===== src/design/lpfp_pkg.sv =====
// Shared types and constants for the length-prefixed frame parser.
`timescale 1ns / 1ps

package lpfp_pkg;

  // Stream constants.
  localparam int unsigned LENGTH_BYTES = 4;
  localparam logic [7:0] MARK_FIRST = 8'h59;
  localparam logic [7:0] MARK_SECOND = 8'h48;
  localparam logic [1:0] LEN_CNT_LAST = 2'(LENGTH_BYTES - 1);

  // Register file layout.
  localparam int unsigned PADDR_W = 3;
  localparam int unsigned PDATA_W = 32;
  localparam logic REG_MAX_BODY_LENGTH = 1'b0;
  localparam logic [31:0] MAX_BODY_LENGTH_RESET = 32'd65536;

  // Parser phases.
  typedef enum logic [1:0] {
    PH_HUNT  = 2'd0,
    PH_MARK2 = 2'd1,
    PH_LEN   = 2'd2,
    PH_BODY  = 2'd3
  } phase_t;

  // Result status codes.
  localparam logic [1:0] ST_BODY = 2'd0;
  localparam logic [1:0] ST_EMPTY = 2'd1;
  localparam logic [1:0] ST_REJECT = 2'd2;

  // Configuration seen by the parser core.
  typedef struct packed {
    logic [31:0] max_body_length;
  } cfg_t;

endpackage


===== src/design/lpfp_in_if.sv =====
// Byte channel into the frame parser.
`timescale 1ns / 1ps

interface lpfp_in_if;
  logic       valid;
  logic       ready;
  logic [7:0] data_byte;

  modport source (output valid, output data_byte, input ready);
  modport sink (input valid, input data_byte, output ready);
endinterface


===== src/design/lpfp_out_if.sv =====
// Result channel out of the frame parser.
`timescale 1ns / 1ps

interface lpfp_out_if;
  logic       valid;
  logic       ready;
  logic [1:0] status;
  logic [7:0] body_byte;
  logic       body_last;

  modport source (output valid, output status, output body_byte, output body_last,
                  input ready);
  modport sink (input valid, input status, input body_byte, input body_last,
                output ready);
endinterface


===== src/design/lpfp_regs.sv =====
// APB-style configuration register file of the frame parser.
`timescale 1ns / 1ps

module lpfp_regs (
  input  logic                          clk,
  input  logic                          rst,
  input  logic                          psel,
  input  logic                          penable,
  input  logic                          pwrite,
  input  logic [lpfp_pkg::PADDR_W-1:0]  paddr,
  input  logic [lpfp_pkg::PDATA_W-1:0]  pwdata,
  output logic [lpfp_pkg::PDATA_W-1:0]  prdata,
  output logic                          pready,
  output lpfp_pkg::cfg_t                cfg
);

  logic [31:0] max_body_length;
  logic        wr_en;

  assign pready = 1'b1;
  assign wr_en  = psel && penable && pwrite;

  always_ff @(posedge clk) begin
    if (rst) begin
      max_body_length <= lpfp_pkg::MAX_BODY_LENGTH_RESET;
    end else if (wr_en && paddr[2] == lpfp_pkg::REG_MAX_BODY_LENGTH) begin
      max_body_length <= pwdata;
    end
  end

  always_comb begin
    unique case (paddr[2])
      lpfp_pkg::REG_MAX_BODY_LENGTH: prdata = max_body_length;
      default:                       prdata = '0;
    endcase
  end

  assign cfg.max_body_length = max_body_length;

endmodule


===== src/design/lpfp_core.sv =====
// Frame parser core: input register, marker/length/body logic, result register.
`timescale 1ns / 1ps

module lpfp_core (
  input  logic             clk,
  input  logic             rst,
  input  lpfp_pkg::cfg_t   cfg,
  lpfp_in_if.sink          byte_in,
  lpfp_out_if.source       frame_out
);

  // Input register.
  logic       s1_valid;
  logic [7:0] s1_byte;

  // Parser state.
  lpfp_pkg::phase_t phase, phase_next;
  logic [31:0] length_shift, length_shift_next;
  logic [1:0]  length_bytes_seen, length_bytes_seen_next;
  logic [31:0] body_remaining, body_remaining_next;

  // Result register.
  logic       res_valid;
  logic [1:0] res_status;
  logic [7:0] res_byte;
  logic       res_last;

  logic        advance;
  logic [31:0] len_full;
  logic        len_done;
  logic        len_over;
  logic        len_zero;
  logic        body_end;
  logic        emit;
  logic [1:0]  emit_status;
  logic [7:0]  emit_byte;
  logic        emit_last;

  // The registered byte moves on whenever the result register is free or drains now.
  assign advance       = s1_valid && (!res_valid || frame_out.ready);
  assign byte_in.ready = !s1_valid || advance;

  assign len_full = length_shift | ({24'd0, s1_byte} << {length_bytes_seen, 3'b000});
  assign len_done = (length_bytes_seen == lpfp_pkg::LEN_CNT_LAST);
  assign len_over = len_full > cfg.max_body_length;
  assign len_zero = (len_full == 32'd0);
  assign body_end = (body_remaining <= 32'd1);

  // Next phase.
  always_comb begin
    phase_next = phase;
    unique case (phase)
      lpfp_pkg::PH_HUNT: begin
        if (s1_byte == lpfp_pkg::MARK_FIRST) phase_next = lpfp_pkg::PH_MARK2;
      end
      lpfp_pkg::PH_MARK2: begin
        phase_next = (s1_byte == lpfp_pkg::MARK_SECOND) ? lpfp_pkg::PH_LEN
                                                         : lpfp_pkg::PH_HUNT;
      end
      lpfp_pkg::PH_LEN: begin
        if (len_done) begin
          phase_next = (len_over || len_zero) ? lpfp_pkg::PH_HUNT : lpfp_pkg::PH_BODY;
        end
      end
      lpfp_pkg::PH_BODY: begin
        if (body_end) phase_next = lpfp_pkg::PH_HUNT;
      end
      default: phase_next = lpfp_pkg::PH_HUNT;
    endcase
  end

  // Datapath and result outputs.
  always_comb begin
    length_shift_next      = length_shift;
    length_bytes_seen_next = length_bytes_seen;
    body_remaining_next    = body_remaining;
    emit        = 1'b0;
    emit_status = lpfp_pkg::ST_BODY;
    emit_byte   = 8'd0;
    emit_last   = 1'b0;
    unique case (phase)
      lpfp_pkg::PH_HUNT: begin
      end
      lpfp_pkg::PH_MARK2: begin
        if (s1_byte == lpfp_pkg::MARK_SECOND) begin
          length_shift_next      = 32'd0;
          length_bytes_seen_next = 2'd0;
        end
      end
      lpfp_pkg::PH_LEN: begin
        if (len_done) begin
          length_shift_next      = 32'd0;
          length_bytes_seen_next = 2'd0;
          if (len_over) begin
            emit        = 1'b1;
            emit_status = lpfp_pkg::ST_REJECT;
          end else if (len_zero) begin
            emit        = 1'b1;
            emit_status = lpfp_pkg::ST_EMPTY;
          end else begin
            body_remaining_next = len_full;
          end
        end else begin
          length_shift_next      = len_full;
          length_bytes_seen_next = length_bytes_seen + 2'd1;
        end
      end
      lpfp_pkg::PH_BODY: begin
        emit        = 1'b1;
        emit_status = lpfp_pkg::ST_BODY;
        emit_byte   = s1_byte;
        emit_last   = body_end;
        body_remaining_next = body_end ? 32'd0 : body_remaining - 32'd1;
      end
      default: begin
      end
    endcase
  end

  always_ff @(posedge clk) begin
    if (rst) begin
      s1_valid <= 1'b0;
    end else if (byte_in.ready) begin
      s1_valid <= byte_in.valid;
    end
  end

  always_ff @(posedge clk) begin
    if (byte_in.valid && byte_in.ready) begin
      s1_byte <= byte_in.data_byte;
    end
  end

  always_ff @(posedge clk) begin
    if (rst) begin
      phase             <= lpfp_pkg::PH_HUNT;
      length_shift      <= 32'd0;
      length_bytes_seen <= 2'd0;
      body_remaining    <= 32'd0;
    end else if (advance) begin
      phase             <= phase_next;
      length_shift      <= length_shift_next;
      length_bytes_seen <= length_bytes_seen_next;
      body_remaining    <= body_remaining_next;
    end
  end

  always_ff @(posedge clk) begin
    if (rst) begin
      res_valid <= 1'b0;
    end else if (advance) begin
      res_valid <= emit;
    end else if (frame_out.ready) begin
      res_valid <= 1'b0;
    end
  end

  always_ff @(posedge clk) begin
    if (advance && emit) begin
      res_status <= emit_status;
      res_byte   <= emit_byte;
      res_last   <= emit_last;
    end
  end

  assign frame_out.valid     = res_valid;
  assign frame_out.status    = res_status;
  assign frame_out.body_byte = res_byte;
  assign frame_out.body_last = res_last;

endmodule


===== src/design/length_prefixed_frame_parser_top.sv =====
// Top level of the length-prefixed frame parser.
`timescale 1ns / 1ps

// Channel     Direction  Handshake        Payload
// byte_in     in         valid / ready    data_byte[7:0]
// frame_out   out        valid / ready    status[1:0], body_byte[7:0], body_last
// APB         in/out     psel, penable    paddr[2:0], pwdata[31:0], prdata[31:0]
//
// An accepted item sits in the input register, where the parsing logic works on it; its
// result, if any, is loaded into the result register when the item moves on.
// One item is accepted per cycle; the result register separates the two sides, so
// the byte stream only stalls while a finished result is waiting and frame_out is not ready.
// The rate is set by the phase update, which is combinational (marker match, length
// gather and the 32-bit compare against max_body_length).
// Synchronous reset returns the parser to hunting for the first marker byte and sets
// max_body_length to 65536; no clearing pass is needed.

module length_prefixed_frame_parser_top (
  input  logic                          clk,
  input  logic                          rst,
  lpfp_in_if.sink                       byte_in,
  lpfp_out_if.source                    frame_out,
  input  logic                          psel,
  input  logic                          penable,
  input  logic                          pwrite,
  input  logic [lpfp_pkg::PADDR_W-1:0]  paddr,
  input  logic [lpfp_pkg::PDATA_W-1:0]  pwdata,
  output logic [lpfp_pkg::PDATA_W-1:0]  prdata,
  output logic                          pready
);

  // Parser configuration; the user makes changes only while the parser is idle; unenforced.
  lpfp_pkg::cfg_t cfg;

  // Register file: holds max_body_length at byte address 0.
  lpfp_regs u_regs (
    .clk     (clk),
    .rst     (rst),
    .psel    (psel),
    .penable (penable),
    .pwrite  (pwrite),
    .paddr   (paddr),
    .pwdata  (pwdata),
    .prdata  (prdata),
    .pready  (pready),
    .cfg     (cfg)
  );

  // Parser core: input register, phase logic and result register.
  lpfp_core u_core (
    .clk       (clk),
    .rst       (rst),
    .cfg       (cfg),
    .byte_in   (byte_in),
    .frame_out (frame_out)
  );

endmodule


===== src/flat_wrapper.sv =====
// flat-port wrapper written by rule: the top's interface ports become plain ports
module length_prefixed_frame_parser_top_flat 
  (clk, rst, psel, penable, pwrite, paddr, pwdata, prdata, pready, byte_in_valid, byte_in_data_byte, byte_in_ready, frame_out_valid, frame_out_status, frame_out_body_byte, frame_out_body_last, frame_out_ready);
  lpfp_in_if byte_in_i ();
  lpfp_out_if frame_out_i ();
  input  logic clk;
  input  logic rst;
  input  logic psel;
  input  logic penable;
  input  logic pwrite;
  input  logic [lpfp_pkg::PADDR_W-1:0] paddr;
  input  logic [lpfp_pkg::PDATA_W-1:0] pwdata;
  output logic [lpfp_pkg::PDATA_W-1:0] prdata;
  output logic pready;
  input wire logic [$bits(byte_in_i.valid)-1:0] byte_in_valid;
  input wire logic [$bits(byte_in_i.data_byte)-1:0] byte_in_data_byte;
  output wire logic [$bits(byte_in_i.ready)-1:0] byte_in_ready;
  output wire logic [$bits(frame_out_i.valid)-1:0] frame_out_valid;
  output wire logic [$bits(frame_out_i.status)-1:0] frame_out_status;
  output wire logic [$bits(frame_out_i.body_byte)-1:0] frame_out_body_byte;
  output wire logic [$bits(frame_out_i.body_last)-1:0] frame_out_body_last;
  input wire logic [$bits(frame_out_i.ready)-1:0] frame_out_ready;
  assign byte_in_i.valid = byte_in_valid;
  assign byte_in_i.data_byte = byte_in_data_byte;
  assign byte_in_ready = byte_in_i.ready;
  assign frame_out_valid = frame_out_i.valid;
  assign frame_out_status = frame_out_i.status;
  assign frame_out_body_byte = frame_out_i.body_byte;
  assign frame_out_body_last = frame_out_i.body_last;
  assign frame_out_i.ready = frame_out_ready;
  length_prefixed_frame_parser_top u_core (.clk(clk), .rst(rst), .byte_in(byte_in_i), .frame_out(frame_out_i), .psel(psel), .penable(penable), .pwrite(pwrite), .paddr(paddr), .pwdata(pwdata), .prdata(prdata), .pready(pready));
endmodule

===== config.mk =====
export PLATFORM = sky130hd
export DESIGN_NAME = length_prefixed_frame_parser_top_flat
export DESIGN_NICKNAME = d
export VERILOG_FILES = /design/src/design/lpfp_pkg.sv /design/src/design/lpfp_in_if.sv /design/src/design/lpfp_out_if.sv /design/src/design/lpfp_regs.sv /design/src/design/lpfp_core.sv /design/src/design/length_prefixed_frame_parser_top.sv /design/src/flat_wrapper.sv
export SDC_FILE = /design/constraint.sdc
export NUM_CORES = 1
export LEC_CHECK = 0
export ABC_AREA = 1
export BUFFER_PORTS_ARGS = -buffer_cell sky130_fd_sc_hd__buf_4
export CAP_MARGIN = 20
export CORE_MARGIN = 2
export CORE_UTILIZATION = 58
export DETAILED_ROUTE_END_ITERATION = 7
export PLACE_DENSITY_LB_ADDON = 0.1
export SYNTH_ARGS = -nofsm -noshare
export SYNTH_HDL_FRONTEND = slang
export SYNTH_SLANG_ARGS = --single-unit

===== constraint.sdc =====
create_clock -name clk -period 3.1 [get_ports clk]
set_input_delay 0.155 -clock clk [delete_from_list [all_inputs] [get_ports clk]]
set_output_delay 0.155 -clock clk [all_outputs]
set_load 0.005 [all_outputs]

# Yosys cells after proc, flatten, opt, wreduce, memory -nomap -nowiden
# Index checks and enable logic that the tools add are counted.
# word_totals
ram_bits	0
elab_cells	80
latchBits	0
romBits	0
mem_count	0
register_bits	121
# op_classes
bitwise_logic	4
eq_ne	12
n_mux	26
add_sub_neg	2
n_div	0
n_lt_le_gt_ge	2
n_mul	0
n_shift	1
reduce_logical	21
# op_table
op	count
$mux 32	7
$pmux 32 s2	2
$gt 32x32->1	1
$le 32x1->1 const B	1
$logic_not 32->1	1
$or 32x32->32	1
$shl 8x5->32	1
$sub 32x1->32 const B	1
$eq 8x7->1 const B	2
$mux 2	8
$ne 2x2->1 const B	6
$pmux 2 s4	1
$eq 2x2->1 const B	3
$logic_and 1x1->1	6
$mux 1	6
$reduce_bool 2->1	3
$reduce_and 5->1	1
$pmux 2 s2	1
$reduce_and 4->1	1
$logic_or 1x1->1	3
$not 1->1	3
$reduce_and 3->1	1
$reduce_or 3->1	1
$add 2x1->2 const B	1
other kinds (5)	6

# Logic depth before layout (Yosys ltp)
# Gate-level depths: netlist (run 1).
# logic_depth
depth_word	8
mapped_depth	24
mapped_depth_nobuf	23

# Hierarchy
# Synthesis (run 1) repeated with hierarchy kept, for this count alone.
# hier_totals
cells_unflattened	1148
area_unflattened_um2	7677.4
# by_module_without_submodules
module	area_each_um2	cells_each	n_inst	seq_area_each_um2
lpfp_core	6003.3	868	1	1971.9
lpfp_regs	1674.1	280	1	640.6

# Least setup slack after synthesis (run 1)
# Ideal clock, no wire load.
# synth_path
path_type	reg-to-reg
start	register u_core.u_core.length_bytes_seen[1]
end	register u_core.u_core.res_byte[0], in the netlist u_core.u_core.frame_out.body_byte[0] (enable)
setup_ns	0.339
arrival_ns	2.185
path_slack_ns	0.576
required_ns	2.761
path_stages_with_launch	20
period_less_slack_ns	2.524
path_cell_list	dfxtp_1 > inv_2 > buf_2 > a31oi_1 > inv_1 > ha_1 > nand2_1 > inv_1 > nand3_1 > nor2_1 > nand2_1 > nand2_1 > nand2_1 > nand2_1 > nand2_1 > inv_1 > nand2_1 > nand2_1 > nand2_1 > inv_1
# synth_between
elab_chain_len	8
elab_cells_between_ends	10
cone_classes	1 x order compare; 1 x eq/ne; 1 x shift; 4 x mux; 1 x bitwise; 2 x reduce/logical
# synth_lines
element	line	rtl
start, declared	lpfp_core.sv:19	logic [1:0] length_bytes_seen, length_bytes_seen_next;
start signal, assigned	lpfp_core.sv:143	length_bytes_seen <= length_bytes_seen_next;
parallel branches: the longest is 5 deep, another holds $gt 32x32->1	-	
$mux 1 (*)	lpfp_core.sv:91	if (len_done) begin
$pmux 1 s2 (*)	lpfp_core.sv:81	unique case (phase)
$logic_and 1x1->1 (*)	lpfp_core.sv:159	if (advance && emit) begin
end signal, assigned	lpfp_core.sv:161	res_byte <= emit_byte;
end, declared	lpfp_core.sv:25	logic [7:0] res_byte;
# Mark *: on every way between the ends.
# A chain may end at the register's enable or synchronous reset.

# Final worst setup path (run 1)
# layout_path
start	register u_core.u_core.length_bytes_seen[0]
end	register u_core.u_core.body_remaining[1]
# layout_between
elab_chain_len	6
elab_cells_between_ends	13
cone_classes	1 x order compare; 4 x eq/ne; 1 x shift; 4 x mux; 1 x bitwise; 2 x reduce/logical
# layout_lines
element	line	rtl
parallel branches: the longest is 6 deep, another holds $gt 32x32->1	-	
end signal, assigned	lpfp_core.sv:144	body_remaining <= body_remaining_next;
end, declared	lpfp_core.sv:20	logic [31:0] body_remaining, body_remaining_next;
# Several ways; the timed one is not identified. The select of a mux whose other input is x is not followed.

==> results_dict.tcl, run 1 <==
set metrics [dict create \
    fin_setup_tns_ns 0 \
    clkTransAtPathRegs_ns 0.06 \
    start_util 0.5925 \
    area_growth_pct 22.49 \
    cp-startpoint "u_core.u_core.length_bytes_seen[0]" \
    place_hpwl_mm 13.71 \
    grt_pass1_wl_mm 30.92 \
    cts_buffers 17 \
    period_minus_slack_ns 2.864 \
    status "complete, no violations" \
    synth_area_um2 7087 \
    cp-start-kind "register" \
    skew_ns 0.008332 \
    fmax_mhz 349.2 \
    end_kind "register" \
    nets 1204 \
    row_count 40 \
    cts-root-buf "clkbuf_16" \
    die_w_um 114.5 \
    critPathArrivalTime_ns 3.18 \
    die-height_um 114.5 \
    cts_buffer_depth 2 \
    ir_worst_vdd_uv 390.0 \
    finalHoldViolations 0 \
    antenna_found_initial 0 \
    fin_area_um2 8681 \
    finalWeightedCongestion 0.9415 \
    synth_nets 1104 \
    ys_ff_latch 121 \
    grt_pass1_vias 6292 \
    place_area_um2 7966 \
    slew_headroom 0.3841 \
    setup_slack_ns 0.2361 \
    drt_iter0_drc 641 \
    grt_max_degree 55 \
    ys_seq_area_frac 0.3686 \
    finalMaxSlewViolations 0 \
    first_pass_iters 5 \
    cts.sinks 121 \
    cellPowerDensity_nw_per_um2 438.7 \
    cp_max_fo 23 \
    coreArea_um2 11960 \
    finalSetupViolations 0 \
    routed_via_density 5.460 \
    worst_pin_slew_ns 0.9228 \
    die_area_um2 13120 \
    grt_usage 0.3014 \
    ys_warn_count 0 \
    cap_violations 0 \
    reg2reg_from "u_core.u_core.length_bytes_seen[0]" \
    fin_cells 1279 \
    ios 96 \
    synthCells 1019 \
    p_leak_nw 4.177 \
    crit_type "reg2reg" \
    grt-ovfl-total 0 \
    routed_wl_mm 19.09 \
    dp_slack_ns 0.2572 \
    port_buffers 92 \
    cts_tree "done" \
    min_from "pwdata[29]" \
    avgSynthCellArea_um2 6.955 \
    period_share 0.9238 \
    insertion_delay_ns 0.43 \
    dp_cells 1238 \
    ys_types 41 \
    grt_setup_unrepaired "no" \
    final_common_cell "nand2_1" \
    fillers 1025 \
    layout-drive-gt1-share 0.1617 \
    drc_errors 0 \
    ant_nets 0 \
    htreeDepth 4 \
    final_cell_mix "173 x nand2_1, 158 x nor2_1, 128 x inv_1" \
    antennaDiodeCount 0 \
    avgRoutedWirePerCell_um 14.92 \
    vias 6983 \
    cp_data_required_time_ns 3.42 \
    hp-class "in2reg" \
    post-route-util 0.7257 \
]
## worst paths after layout
check             slack [ns]  depth (start not counted)                              end
setup / recovery        0.24                         16  u_core.u_core.body_remaining[1]
hold / removal         0.003                          3            u_core.u_regs.cfg[29]
setup reg to reg        0.24                         16  u_core.u_core.body_remaining[1]
hold reg to reg         0.46                          2   u_core.u_core.length_shift[18]
## worst max-delay path, stage by stage (launching register included)
cell and delay [ns]:
dfxtp_1 0.45, nand2_1 0.14, o21ai_1 0.39, ha_1 0.33
a21oi_1 0.15, o21ai_0 0.09, nand2_1 0.06, nand2_1 0.05
a21oi_1 0.19, nand2_1 0.08, nand2_1 0.16, nand2_2 0.12
nand2_8 0.15, buf_12 0.18, nand3b_1 0.09, nand2_1 0.08
nor2_1 0.04
## synthesized netlist by cell type, drive strengths merged
master | number | area share
a211oi | 25 | 0.026
a21o | 1 | 0.0011
a21oi | 110 | 0.078
a22oi | 2 | 0.0021
a31oi | 5 | 0.0044
and2 | 1 | 0.00088
and3 | 2 | 0.0018
buf | 19 | 0.020
clkbuf | 32 | 0.017
clkinv | 1 | 0.00053
conb | 1 | 0.00053
dfxtp | 102 | 0.29
edfxtp | 19 | 0.081
ha | 35 | 0.062
inv | 133 | 0.070
nand2 | 181 | 0.10
nand3 | 52 | 0.039
nand3b | 14 | 0.015
nand4 | 7 | 0.0062
nor2 | 163 | 0.088
nor3 | 7 | 0.0056
nor4 | 2 | 0.0018
o211ai | 2 | 0.0021
o21a | 3 | 0.0032
o21ai | 62 | 0.045
o21bai | 3 | 0.0032
o22ai | 13 | 0.011
or2 | 1 | 0.00088
xnor2 | 3 | 0.0037
xor2 | 18 | 0.022
## per-layer routing
| layer | global-route usage | part of all wire |
|---|---|---|
| met5 | 0 | 0 |
| met4 | 0.1000 | 0.019 |
| met3 | 0.06194 | 0.071 |
| met2 | 0.4959 | 0.48 |
| met1 | 0.3952 | 0.43 |
## final cells by class
class / instances / area (µm²) / share of cell area
Clock buffer: 20 / 467.9 / 0.05391
Tap cell: 147 / 183.9 / 0.02119
Multi-Input combinational cell: 713 / 3756 / 0.4327
Inverter: 134 / 505.5 / 0.05823
Clock inverter: 12 / 116.4 / 0.01340
Timing Repair Buffer: 132 / 1039 / 0.1196
Sequential cell: 121 / 2613 / 0.3010
## stage by stage
stage	power (mW)	hold WS [ns]
4_1_cts	3.809	0.001697
5_1_grt	3.912	0.01540
3_3_place_gp	1.883	0.3338
6_report	3.808	0.003262
3_5_place_dp	1.887	0.3342
2_1_floorplan	1.788	0.2539
## flip-flops by register name, summed over array words and instances (netlist names)
register and cells:
u_core.u_core.s1_byte 8, u_core.u_core.frame_out.status 2, u_core.u_regs.cfg 32, u_core.u_core.phase 2, u_core.u_core.s1_valid 1, u_core.u_core.frame_out.body_last 1, u_core.u_core.length_shift 32, u_core.u_core.frame_out.valid 1
u_core.u_core.length_bytes_seen 2, u_core.u_core.body_remaining 32, u_core.u_core.frame_out.body_byte 8
## power by group
group          internal, mW  total [mW]  leakage, nW  switching, mW
logic                 0.106       0.238         2.92          0.131
registers              1.61        1.63        0.985         0.0156
clock network          1.18        1.94        0.270          0.765
total                  2.90        3.81         4.18          0.912
## cells by family after synthesis
| family | share of synthesized area |
|---|---|
| XOR/XNOR | 0.02595 |
| adder cells (fa/ha/maj) | 0.06179 |
| flip-flops | 0.3686 |
| AO/OA/AOI/OAI | 0.1766 |
| other | 0.0005292 |
| AND/OR/NAND/NOR | 0.2590 |
| buffers and inverters | 0.1075 |
## repair_timing
| item | CTS | global route |
|---|---|---|
| endpoints found under the hold margin | 9 | 0 |
| hold buffers | 9 | 0 |
| setup endpoints to repair | 0 | 36 |
| buffers inserted | 0 | 0 |
| gates resized for setup | 0 | 7 |
Power figures use the tool's default switching activity.
==> run 2, diff against run 1 <==
Settings changed: GPL_TIMING_DRIVEN set to 0.
==> run 2 against run 1 <==
Flip-flop and latch count stayed put. Highest routed layer unchanged. Clock power up 11%. Largest cell class unchanged. Via count grew 4.6%. Combinational power increased by 3%. First-iteration DRC count fell by 5.9%. Die area unchanged. Final area increased by 1.1%. Setup slack got worse by 0.20 ns.
==> results_dict.tcl, run 2 (same netlist as run 1, synthesis figures left out) <==
set metrics [dict create \
    end_kind "register" \
    cap_violations 0 \
    crit_top_cell "nand2_1" \
    finalSetupViolations 0 \
    vias 7302 \
    worst-path-buf-inv 3 \
    clkTransAtPathRegs_ns 0.06 \
    final_cell_mix "169 x nand2_1, 157 x nor2_1, 127 x inv_1" \
    routed_wl_mm 21.29 \
    drc_errors 0 \
    coreArea_um2 11960 \
    crit_type "reg2reg" \
    grt_max_degree 17 \
    period_minus_slack_ns 3.063 \
    cp_data_required_time_ns 3.25 \
    cts-root-buf "clkbuf_16" \
    die_w_um 114.5 \
    grt_pass1_vias 6676 \
    cts_buffers 17 \
    hp-class "in2reg" \
    cp-start-kind "register" \
    cellPowerDensity_nw_per_um2 459.5 \
    cts_buffer_depth 2 \
    skew_ns 0.006456 \
    finalWeightedCongestion 0.9725 \
    avgRoutedWirePerCell_um 16.39 \
    antennaDiodeCount 0 \
    cp_max_fo 6 \
    power_mw 4.031 \
    nets 1224 \
    period_share 0.9881 \
    area_growth_pct 23.78 \
    fmax_mhz 326.5 \
    slew_headroom 0.5322 \
    finalMaxSlewViolations 0 \
    cp_top_family "simple AND/OR/NAND/NOR gates" \
    post-route-util 0.7334 \
    drt_iter0_drc 603 \
    fin_area_um2 8772 \
    final_common_cell "nand2_1" \
    slowest_delay_ns 0.54 \
    antenna_found_initial 0 \
    place_area_um2 7946 \
    die_area_um2 13120 \
    insertion_delay_ns 0.43 \
    cts_tree "done" \
    routed_via_density 5.621 \
    grt_pass1_wl_mm 32.53 \
    start_util 0.5925 \
    grt_usage 0.3228 \
    ios 96 \
    ir_worst_vdd_uv 335.5 \
    die-height_um 114.5 \
    place_hpwl_mm 15.43 \
    layout-drive-gt1-share 0.1554 \
    cp_cell_sequence "nand2_1 > o21ai_1 > ha_1 > nand2_1 > nor2_1 > nand2_1 > inv_1 > a21oi_1 > nand2_1 > nand2_1 > inv_1 > nand2_1 > nand2_1 > nand2_2 > clkinvlp_4" \
    cp_slowest_cell "o21ai_1" \
    grt-ovfl-total 0 \
    status "complete, no violations" \
    critPathArrivalTime_ns 3.21 \
    cts.sinks 121 \
    row_count 40 \
    p_leak_nw 4.167 \
    htreeDepth 4 \
    worst_pin_slew_ns 0.6978 \
    ant_nets 0 \
    port_buffers 90 \
    first_pass_iters 6 \
    finalHoldViolations 0 \
]
run 2: report_power, final:
group,total [mW],switching (mW),internal [mW]
combinational,0.245,0.139,0.106
sequential,1.63,0.0171,1.61
clock,2.15,0.749,1.41
total,4.03,0.904,3.13
run 2: routing by layer:
layer / track usage / up-vias / routed length [µm]
met5: 0 / - / 0
met1: 0.3903 / 3291 / 8629
met3: 0.08523 / 89 / 1836
met4: 0.1634 / 0 / 851
met2: 0.5294 / 340 / 9972
li1: - / 3582 / -
run 2: layout make-up:
class | count | area (µm²)
multi-input cells | 713 | 3785
plain buffers | 51 | 264.0
clock inverters | 11 | 168.9
fillers | 996 | 3189
repair buffers | 100 | 773.2
clock buffers | 21 | 470.5
flip-flops and latches | 121 | 2613
repair inverters | 1 | 7.507
well taps | 147 | 183.9
inverters | 134 | 506.7
run 2: final timing paths:
check | to | depth (start not counted) | slack (ns) | start
setup reg to reg | u_core.u_core.frame_out.body_byte[3] | 15 | 0.04 | u_core.u_core.length_bytes_seen[0]
hold reg to reg | u_core.u_core.length_shift[4] | 2 | 0.47 | u_core.u_core.length_shift[4]
setup / recovery | u_core.u_core.frame_out.body_byte[3] | 15 | 0.04 | u_core.u_core.length_bytes_seen[0]
hold / removal | u_core.u_regs.cfg[17] | 3 | 0.003 | pwdata[17]
run 2: what timing repair did:
| action | 4_1_cts | 5_1_grt |
|---|---|---|
| pin swaps | 0 | 1 |
| hold buffers | 9 | 0 |
| hold endpoints to repair | 9 | 0 |
| resized for setup | 5 | 15 |
| setup endpoints to repair | 11 | 38 |
| gates cloned | 0 | 1 |
| setup buffers | 0 | 1 |
run 2: worst min-delay path, stage by stage:
cell	delay, ns
buf_4	0.07
o21ai_0	0.07
a21oi_1	0.10
run 2: metrics by stage:
step                setup slack (ns)  TNS [ns]  std cells  hold slack, ns
floorplan                     0.5757         0       1019          0.2539
global placement             0.01621         0       1256          0.3334
detailed placement          -0.04503   -0.4891       1256          0.3343
CTS                          0.02924         0       1297       0.0002394
global route                -0.02920   -0.2147       1299         0.01204
finish                       0.03700         0       1299        0.003005
